[src/llts_pkg.sv]
// Shared types and constants for the least-laxity task scheduler.
// No dependencies; used by llts_cell and least_laxity_task_scheduler.
package llts_pkg;

	localparam int TIME_W = 32;   // width of the tick count on the ports
	localparam int MASK_W = 8;    // width of the ready mask
	localparam int TASK_W = 3;    // width of a task index
	localparam int CFG_W  = 32;   // width of one task setting register
	localparam int REM_W  = 16;   // width of a remaining-time counter
	localparam int LAX_W  = 35;   // exact laxity before saturation

	localparam logic signed [LAX_W-1:0] LAX_HI = LAX_W'(32'h7FFF_FFFF);
	localparam logic signed [LAX_W-1:0] LAX_LO = -LAX_HI - LAX_W'(1);

	// Decision token that walks down the row of task cells.
	typedef struct packed {
		logic                     valid;
		logic [TIME_W-1:0]        now;
		logic [MASK_W-1:0]        ready;
		logic                     dec;     // the dispatched task ran this tick
		logic [TASK_W-1:0]        cur;     // the dispatched task
		logic                     have;    // a candidate has been found so far
		logic [TASK_W-1:0]        best;
		logic signed [TIME_W-1:0] lax;
	} tok_t;

endpackage

[src/llts_cell.sv]
// One task cell: holds the task's setting, remaining time and deadline,
// updates them and folds the task into the passing decision token.
// Depends on llts_pkg.
module llts_cell #(
	parameter int TIME_BITS = 32,
	parameter int IDX       = 0
) (
	input  logic                      clk,
	input  logic                      arst_n,
	input  logic                      cfg_we,
	input  logic [llts_pkg::CFG_W-1:0] cfg_data,
	input  llts_pkg::tok_t            tok_in,
	output llts_pkg::tok_t            tok_out
);

	localparam int DW = TIME_BITS + 2;

	logic [llts_pkg::CFG_W-1:0] setting_q;
	logic [llts_pkg::REM_W-1:0] rem_q;
	logic [TIME_BITS-1:0]       dl_q;
	logic signed [DW-1:0]       diff_s1;
	llts_pkg::tok_t             tok_s1;
	llts_pkg::tok_t             tok_b;

	logic [TIME_BITS-1:0]       now_t;
	logic [TIME_BITS-1:0]       sum;
	logic [TIME_BITS-1:0]       dl_next;
	logic [llts_pkg::REM_W-1:0] rem_dec;
	logic                       dec_hit;
	logic                       reload;
	logic signed [DW-1:0]       diff_a;

	logic signed [llts_pkg::LAX_W-1:0]  lax_w;
	logic signed [llts_pkg::TIME_W-1:0] lax_sat;
	logic                               cand;
	logic                               take;

	// First half: decrement, reload on a reached deadline, deadline distance.
	always_comb begin
		now_t   = tok_in.now[TIME_BITS-1:0];
		sum     = now_t + TIME_BITS'(setting_q[15:0]);
		dec_hit = tok_in.dec && (tok_in.cur == llts_pkg::TASK_W'(IDX)) && (rem_q != '0);
		rem_dec = dec_hit ? rem_q - llts_pkg::REM_W'(1) : rem_q;
		reload  = tok_in.ready[IDX] && (now_t >= dl_q);
		dl_next = reload ? sum : dl_q;
		diff_a  = $signed({2'b00, dl_next}) - $signed({2'b00, now_t});
	end

	always_ff @(posedge clk or negedge arst_n) begin
		if (!arst_n) begin
			setting_q <= '0;
		end else if (cfg_we) begin
			setting_q <= cfg_data;
		end
	end

	always_ff @(posedge clk or negedge arst_n) begin
		if (!arst_n) begin
			rem_q   <= '0;
			dl_q    <= '0;
			diff_s1 <= '0;
			tok_s1  <= '0;
		end else begin
			tok_s1 <= tok_in;
			if (tok_in.valid) begin
				dl_q    <= dl_next;
				rem_q   <= reload ? setting_q[31:16] : rem_dec;
				diff_s1 <= diff_a;
			end
		end
	end

	// Second half: laxity, saturation and the running minimum.
	always_comb begin
		lax_w = llts_pkg::LAX_W'(diff_s1)
			- llts_pkg::LAX_W'($signed({1'b0, rem_q}));
		if (lax_w > llts_pkg::LAX_HI) begin
			lax_sat = 32'sh7FFF_FFFF;
		end else if (lax_w < llts_pkg::LAX_LO) begin
			lax_sat = 32'sh8000_0000;
		end else begin
			lax_sat = lax_w[llts_pkg::TIME_W-1:0];
		end
		cand = tok_s1.ready[IDX] && (rem_q != '0);
		take = cand && (!tok_s1.have || (lax_sat < tok_s1.lax));
		tok_b = tok_s1;
		if (take) begin
			tok_b.have = 1'b1;
			tok_b.best = llts_pkg::TASK_W'(IDX);
			tok_b.lax  = lax_sat;
		end
	end

	always_ff @(posedge clk or negedge arst_n) begin
		if (!arst_n) begin
			tok_out <= '0;
		end else begin
			tok_out <= tok_b;
		end
	end

endmodule

[src/least_laxity_task_scheduler.sv]
// Least-laxity-first scheduler: one decision per accepted tick. A tick goes through
// the input register, each task cell in turn, the held-decision register and the
// output register. A new tick is taken once the previous result has moved into the
// output register, so output stalls delay the next tick.
// Reset clears all task settings, remaining times, deadlines and dispatch state.
// Depends on llts_pkg and llts_cell.
module least_laxity_task_scheduler #(
	parameter int TASKS     = 8,
	parameter int TIME_BITS = 32
) (
	input  logic                              clk,
	input  logic                              arst_n,
	// Tick input channel
	input  logic                              in_valid,
	output logic                              in_ready,
	input  logic [llts_pkg::TIME_W-1:0]       now,
	input  logic [llts_pkg::MASK_W-1:0]       ready_mask,
	input  logic                              current_ran,
	// Decision output channel
	output logic                              out_valid,
	input  logic                              out_ready,
	output logic                              found,
	output logic [llts_pkg::TASK_W-1:0]       chosen_index,
	output logic signed [llts_pkg::TIME_W-1:0] chosen_laxity,
	// Configuration write channel
	input  logic                              cfg_valid,
	output logic                              cfg_ready,
	input  logic [llts_pkg::TASK_W-1:0]       cfg_index,
	input  logic [llts_pkg::CFG_W-1:0]        cfg_data
);

	// A tick becomes a token that enters the first task cell. Each cell first
	// applies the decrement of the running task and the reload of a reached
	// deadline to its own state, then computes its laxity and replaces the
	// carried candidate when it is strictly smaller.
	// Lower indices are visited first, so the lowest index wins a tie.
	llts_pkg::tok_t tok [TASKS+1];
	llts_pkg::tok_t tok0_q;
	llts_pkg::tok_t res_q;

	logic                        busy_q;      // a tick is in flight
	logic                        pend_q;      // a finished decision waits for the output
	logic                        out_valid_q;
	logic [llts_pkg::TASK_W-1:0] cur_q;       // last dispatched task
	logic                        disp_q;      // some task has been dispatched
	logic                        in_xfer;
	logic                        move;
	logic [TASKS:0]              tok_vld;

	assign in_ready  = !busy_q;
	assign cfg_ready = 1'b1;
	assign in_xfer   = in_valid && in_ready;
	assign move      = pend_q && (!out_valid_q || out_ready);
	assign tok[0]    = tok0_q;

	always_ff @(posedge clk or negedge arst_n) begin
		if (!arst_n) begin
			tok0_q <= '0;
		end else begin
			tok0_q.valid <= in_xfer;
			if (in_xfer) begin
				tok0_q.now   <= now;
				tok0_q.ready <= ready_mask;
				tok0_q.dec   <= disp_q && current_ran;
				tok0_q.cur   <= cur_q;
				tok0_q.have  <= 1'b0;
				tok0_q.best  <= '0;
				tok0_q.lax   <= '0;
			end
		end
	end

	for (genvar g = 0; g < TASKS; g++) begin : g_cell
		llts_cell #(
			.TIME_BITS(TIME_BITS),
			.IDX      (g)
		) u_cell (
			.clk     (clk),
			.arst_n  (arst_n),
			.cfg_we  (cfg_valid && (cfg_index == llts_pkg::TASK_W'(g))),
			.cfg_data(cfg_data),
			.tok_in  (tok[g]),
			.tok_out (tok[g+1])
		);
	end

	for (genvar g = 0; g <= TASKS; g++) begin : g_vld
		assign tok_vld[g] = tok[g].valid;
	end

	// The token leaving the last cell carries the decision. It is held until
	// the output register is free, and only then is a new tick accepted.
	always_ff @(posedge clk or negedge arst_n) begin
		if (!arst_n) begin
			busy_q      <= 1'b0;
			pend_q      <= 1'b0;
			out_valid_q <= 1'b0;
			cur_q       <= '0;
			disp_q      <= 1'b0;
			res_q       <= '0;
		end else begin
			if (in_xfer) begin
				busy_q <= 1'b1;
			end
			if (tok[TASKS].valid) begin
				pend_q <= 1'b1;
				res_q  <= tok[TASKS];
				if (tok[TASKS].have) begin
					cur_q  <= tok[TASKS].best;
					disp_q <= 1'b1;
				end
			end
			if (move) begin
				pend_q      <= 1'b0;
				busy_q      <= 1'b0;
				out_valid_q <= 1'b1;
			end else if (out_ready) begin
				out_valid_q <= 1'b0;
			end
		end
	end

	always_ff @(posedge clk) begin
		if (move) begin
			found         <= res_q.have;
			chosen_index  <= res_q.best;
			chosen_laxity <= res_q.lax;
		end
	end

	assign out_valid = out_valid_q;

	// Only one tick is ever in the row of cells.
	a_one_token: assert property (@(posedge clk) disable iff (!arst_n)
		$onehot0(tok_vld))
		else $error("more than one token in the cell row");

	// A decision leaves the row only while the tick is still marked in flight.
	a_end_busy: assert property (@(posedge clk) disable iff (!arst_n)
		tok[TASKS].valid |-> busy_q && !pend_q)
		else $error("decision arrived with no tick in flight");

	// A new output transfer is always fed from a held decision.
	a_out_from_pend: assert property (@(posedge clk) disable iff (!arst_n)
		$rose(out_valid_q) |-> $past(pend_q))
		else $error("output appeared without a pending decision");

	// Once a task has been dispatched the scheduler never forgets it.
	a_disp_sticky: assert property (@(posedge clk) disable iff (!arst_n)
		disp_q |=> disp_q)
		else $error("dispatch flag dropped");

	// An empty decision reports zero task and zero laxity.
	a_none_zero: assert property (@(posedge clk) disable iff (!arst_n)
		out_valid_q && !found |-> (chosen_index == '0) && (chosen_laxity == '0))
		else $error("empty decision carries nonzero fields");

endmodule
[config.mk]
export PLATFORM = sky130hd
export DESIGN_NAME = least_laxity_task_scheduler
export DESIGN_NICKNAME = d
export VERILOG_FILES = /design/src/llts_pkg.sv /design/src/llts_cell.sv /design/src/least_laxity_task_scheduler.sv
export SDC_FILE = /design/constraint.sdc
export NUM_CORES = 2
export LEC_CHECK = 0
export ABC_AREA = 1
export BUFFER_PORTS_ARGS = -buffer_cell sky130_fd_sc_hd__buf_4
export CORE_UTILIZATION = 35
export CTS_CLUSTER_SIZE = 24
export DETAILED_ROUTE_END_ITERATION = 7
export PLACE_DENSITY_LB_ADDON = 0.2
export SLEW_MARGIN = 20
export SYNTH_ARGS = -nofsm -noshare
export SYNTH_HDL_FRONTEND = slang
export SYNTH_SLANG_ARGS = --single-unit
[constraint.sdc]
create_clock -name clk -period 16 [get_ports clk]
set_clock_uncertainty 0.2 [all_clocks]
set_input_delay 3.2 -clock clk [delete_from_list [all_inputs] [get_ports clk]]
set_output_delay 3.2 -clock clk [all_outputs]
set_load 0.02 [all_outputs]
Word level (Yosys, flattened, before mapping):

Cells that the tools add are included.

* bitwise gates (word level): 0
* shift operators: 0
* multiplexer cells: 54
* $add $sub $neg: 32
* reductions and logical operators: 97
* divide/modulo/power cells: 0
* multiply operators: 0
* equality and inequality tests: 14
* $lt $le $gt $ge: 31

Operator list (number)
* 32-bit 2-to-1 mux: 24
* 36-bit 2-to-1 mux: 8
* 35-bit by 32-bit > comparator with 1-bit output (second input constant): 8
* 35-bit by 32-bit < comparator with 1-bit output (second input constant): 8
* 33-bit by 17-bit subtractor with 34-bit output: 8
* 32-bit by 32-bit subtractor with 33-bit output: 8
* 32-bit by 16-bit adder with 32-bit output: 8
* 32-bit greater-or-equal comparator: 8
* 16-bit 2-to-1 mux: 16
* 32-bit < comparator: 7
* 16-bit nonzero test: 8
* 16-bit by 1-bit subtractor with 16-bit output (second input constant): 8
* 1-bit logical AND: 50
* 3-bit == test (second input constant): 8
* 2-bit nonzero test: 11
* 2-bit AND reduction: 9
* 3-bit by 2-bit == test with 1-bit output (second input constant): 4
* 1-bit logical NOT: 9
* 1-bit logical OR: 8
* 3-bit by 1-bit == test with 1-bit output (second input constant): 2
* 3-bit logical NOT: 2
* 1-bit 2-to-1 mux: 6

* ROM bits: 0
* output and inout bits: 39
* bits in writable memories: 0
* bits in registers: 2208
* bits of input ports: 81
* bits in latches: 0
* word-level logic and storage cells: 394
* memories: 0

Longest topological paths before layout:

* word-level depth: 8
* gate-level depth with buffers: 40
* gate-level depth less buffers: 39

By module:

From an unflattened synthesis, not the netlist that was laid out.

* cells, all modules: 14630
* area total of the unflattened synthesis: 127021.8 um^2

Modules (own cells, without submodules)
* llts_cell (g_cell[5].u_cell ...): area each 15328.5 um^2, sequential area each 6881.6 um^2, instances 2, cells each 1782
* llts_cell (g_cell[1].u_cell): area each 15408.5 um^2, sequential area each 6881.6 um^2, instances 1, cells each 1781
* llts_cell (g_cell[3].u_cell): area each 15389.8 um^2, sequential area each 6881.6 um^2, instances 1, cells each 1782
* llts_cell (g_cell[0].u_cell): area each 15388.5 um^2, sequential area each 6881.6 um^2, instances 1, cells each 1765
* llts_cell (g_cell[2].u_cell): area each 15348.5 um^2, sequential area each 6881.6 um^2, instances 1, cells each 1786
* llts_cell (g_cell[4].u_cell): area each 15167.0 um^2, sequential area each 6881.6 um^2, instances 1, cells each 1789
* llts_cell (g_cell[7].u_cell): area each 15153.3 um^2, sequential area each 6881.6 um^2, instances 1, cells each 1740
* least_laxity_task_scheduler: area each 4509.3 um^2, sequential area each 3283.1 um^2, instances 1, cells each 423

Worst setup path after synthesis:

OpenSTA, ideal clock, no wires.

* path type: in2reg
* from: input port out_ready
* to: register chosen_index[0] (netlist bit), enable pin
* data required time: 15.355 ns
* library setup time: 0.445 ns
* setup slack: 10.283 ns
* arrival: 5.072 ns
* path buffers: 0
* stages on the path: 2
* path through: inv_1 > a21oi_1

* longest elaborated chain between the ends: 2

Ends and longest elaborated chain
* start: declaration: line least_laxity_task_scheduler.sv:21 `input logic out_ready,`
* 1-bit logical OR: line least_laxity_task_scheduler.sv:53 `assign move = pend_q && (!out_valid_q || out_ready);`
* 1-bit logical AND: line least_laxity_task_scheduler.sv:53
* via move: line least_laxity_task_scheduler.sv:47 `logic move;`
* end signal: assignment: line least_laxity_task_scheduler.sv:126 `chosen_index <= res_q.best;`
* end: declaration: line least_laxity_task_scheduler.sv:23 `output logic [llts_pkg::TASK_W-1:0] chosen_index,`

The timed path passes the listed nets, and every way through them passes these cells.
A chain may end at the register's enable or synchronous reset.

Worst setup path after layout:

* from: register g_cell[1].u_cell.tok_out[78] (netlist bit)
* to: register g_cell[2].u_cell.diff_s1[28]

* longest elaborated chain between the ends: 4

Ends and longest elaborated chain
* start: declaration: line llts_cell.sv:13 `output llts_pkg::tok_t tok_out`
* start signal: assignment: line llts_cell.sv:98 `tok_out <= tok_b;`
* 32-bit greater-or-equal comparator: line llts_cell.sv:44 `reload = tok_in.ready[IDX] && (now_t >= dl_q);`
* 1-bit logical AND: line llts_cell.sv:44
* 32-bit 2-to-1 mux: line llts_cell.sv:45 `dl_next = reload ? sum : dl_q;`
* via g_cell[2].u_cell.dl_next[1]: line llts_cell.sv:27 `logic [TIME_BITS-1:0] dl_next;`
* 32-bit by 32-bit subtractor with 33-bit output: line llts_cell.sv:46 `diff_a = $signed({2'b00, dl_next}) - $signed({2'b00, now_t});`
* end signal: assignment: line llts_cell.sv:68 `diff_s1 <= diff_a;`
* end: declaration: line llts_cell.sv:21 `logic signed [DW-1:0] diff_s1;`

The timed path passes the listed nets, and every way through them passes these cells.

==> flow_summary.json <==
{
  "drc": 0,
  "gr-usage-all-layers_pct": 21.5,
  "synth-edff-count": 36,
  "clkTransAtPathRegs_ps": 70,
  "grt_pass1_vias": 89941,
  "drt_iter0_drc": 6994,
  "start_util_pct": 35.2,
  "multi_input_area_um2": 55900,
  "layout_common_cells": "3,436 x nand2_1, 2,094 x dfrtp_1, 1,665 x inv_1",
  "r2r_end": "g_cell[2].u_cell.diff_s1[28]",
  "overflow": 0,
  "syn-num-nets": 15087,
  "cts_tree": "done",
  "finalMaxSlewViolations": 0,
  "cts_sinks": 2138,
  "finalSetupTns_ps": 0,
  "critPathArrivalTime_ps": 7090,
  "regArea_um2": 53700,
  "cp_common_cell": "nand2_1",
  "fin_crit_sh_pct": 40.8,
  "setup_viol_count_final": 0,
  "syn-cell-area_um2": 118000,
  "hpwlAfterDp_um": 275000,
  "max_stage_delay_ps": 740,
  "hold_class": "reg -> reg",
  "hold_path_depth": 0,
  "io-pin-count": 120,
  "ys_seq_elements": 2138,
  "clk_latency_ps": 960,
  "die_y_um": 582,
  "r2r_cells": 30,
  "io_buffers": 118,
  "dieArea_um2": 338000,
  "rsz0062_at_grt": "no",
  "critPathLaunch": "g_cell[1].u_cell.tok_out[78]",
  "drt-total-wl_um": 365000,
  "worst-setup-path-type": "reg -> reg",
  "crit_fanout": 30,
  "status": "finished, final reports clean",
  "core.rowCount": 212,
  "final_antenna_net_count": 0,
  "avgSynthCellArea_um2": 8.40,
  "vias_per_cell": 4.92,
  "ys_types": 71,
  "routabilityCongestion": 0.897,
  "min_to": "g_cell[2].u_cell.tok_out[64]",
  "die_x_um": 582,
  "synthCells": 13989,
  "dpl.cell_count": 18196,
  "yosys_warnings": 0,
  "final_area_um2": 132000,
  "core_um2": 334000,
  "placed_area_um2": 123000,
  "fmax_mhz": 153,
  "fin_cells": 18649,
  "worstPathRequired_ps": 16560,
  "cts_hold_buf": 0,
  "clk_root_buffer_cell": "clkbuf_16",
  "layout.nets": 15149,
  "antenna_found_initial": 37,
  "reg2reg_from": "g_cell[1].u_cell.tok_out[78]",
  "tightestPinTransition_ps": 1160,
  "hp-start": "g_cell[2].u_cell.tok_b[64]",
  "post_cts_buffers": 0,
  "post_cts_resized": 0,
  "yosys_most_used_dff": "dfrtp_1",
  "drv_cap": 0,
  "async_flop_share_pct": 98.3,
  "r2r_slack_ps": 9470,
  "end_kind": "flop",
  "seq_area_frac_synth_pct": 45.7,
  "layout_commonest_cell": "nand2_1",
  "routedWlPerCell_um": 19.6,
  "htree_num_levels": 4,
  "grt_pass1_wl_um": 560000,
  "crit_path_top_delay_cell": "inv_1",
  "drive_above_1_share_pct": 6.03,
  "hold_viol": 0,
  "cts_inserted_buffers": 239,
  "maxSlewHeadroom_pct": 22.8,
  "crit_path_start_kind": "flop",
  "fill_cells": 33949,
  "drt-pass1-iter-count": 6,
  "period_needed_ps": 6530,
  "grt_max_degree": 163,
  "vias": 91734,
  "area_growth_pct": 12.1,
  "clk_path_buf_depth": 4
}
-- cell families (layout without fill, tap and decap cells) --
| group | Yosys count | after routing | synth area share [%] |
|---|---|---|---|
| other | 1 | 11 | 0.00319 |
| muxes | 5 | 5 | 0.0426 |
| AOI/OAI and AO/OA | 2736 | 2736 | 12.6 |
| DFF | 2138 | 2138 | 45.7 |
| xor gates and xnor gates | 704 | 704 | 5.24 |
| and+or+nand+nor | 5298 | 5298 | 18.6 |
| adders and majority gates | 1017 | 1017 | 11.0 |
| buffers and inverters | 2090 | 2353 | 6.88 |
-- sequential cells by signal, summed over array words and instances (netlist names) --
name                     flops
g_cell.u_cell.tok_out      569
g_cell.u_cell.tok_b        296
g_cell.u_cell.diff_s1      264
g_cell.u_cell.dl_q         256
g_cell.u_cell.setting_q    256
g_cell.u_cell.tok_s1       245
g_cell.u_cell.rem_q        128
tok                         45
res_q                       36
chosen_laxity               32
chosen_index                 3
cur_q                        3
busy_q                       1
disp_q                       1
found                        1
out_valid                    1
pend_q                       1
-- how the worst max path moves through the flow --
stage,endpoint,cells after the start,slack (ps)
2_1_floorplan,chosen_index[0],2,10280
3_3_place_gp,tok[728],4,9210
3_5_place_dp,tok[728],4,9210
4_1_cts,g_cell[2].u_cell.diff_s1[28],30,9480
5_1_grt,g_cell[2].u_cell.diff_s1[28],30,8680
6_report,g_cell[2].u_cell.diff_s1[28],30,9470
-- metal layers --
layer,wire length [um],up-vias,track usage (%)
met4,13400,4,7.39
li1,-,45959,-
met3,16900,451,2.37
met5,21,-,0
met2,166000,1904,34.9
met1,168000,43416,29.8
-- layout make-up --
cell class | count | area share (%)
Antenna cell | 10 | 0.0190
Clock inverter | 122 | 1.27
Multi-Input combinational cell | 9761 | 42.4
Tap cell | 4387 | 4.16
Sequential cell | 2138 | 40.7
Inverter | 1695 | 4.83
Clock buffer | 320 | 5.21
Timing Repair Buffer | 216 | 1.35
-- worst max-delay path, delay by kind of cell (launching register included) --
family,cells,cell delay (ps)
and+or+nand+nor,17,2310
buffers and inverters,3,900
DFF,1,440
AOI/OAI and AO/OA,7,1580
adders and majority gates,2,810
xor gates and xnor gates,1,150
-- synth_stat cells, types with 13 or more instances --
library cell	n	share of area, %
a211oi_1	38	0.24
a21boi_0	19	0.12
a21boi_1	19	0.12
a21o_1	33	0.21
a21oi_1	730	3.1
a31oi_1	136	0.72
buf_1	29	0.093
buf_2	21	0.089
buf_6	21	0.20
clkbuf_1	316	1.0
dfrtp_1	2102	45
edfxtp_1	36	0.92
fa_1	24	0.41
ha_1	993	11
inv_1	1679	5.4
inv_2	16	0.051
nand2_1	3450	11
nand2_2	49	0.26
nand3_1	584	2.5
nand3_2	13	0.11
nand4_1	114	0.61
nor2_1	741	2.4
nor2_2	20	0.11
nor3_1	184	0.78
nor4_1	35	0.19
o211ai_1	63	0.40
o21a_1	41	0.26
o21ai_0	1465	6.2
o21ai_1	81	0.34
o21bai_1	20	0.13
o221ai_1	14	0.10
o31ai_1	14	0.089
or2_1	28	0.15
or2_2	30	0.16
xnor2_1	298	2.2
xor2_1	406	3.0
-- metrics by stage --
stage          setup WS (ps)  hold slack, ps  util, %
2_1_floorplan          10280             131        -
3_3_place_gp            9210             131     36.9
3_5_place_dp            9210             135     36.9
4_1_cts                 9480            87.5     39.5
5_1_grt                 8680            91.0     39.5
6_report                9470            91.1     39.5
Power is not shown: default switching activity piles up to over one toggle a cycle in this logic, so the estimate is an artifact.
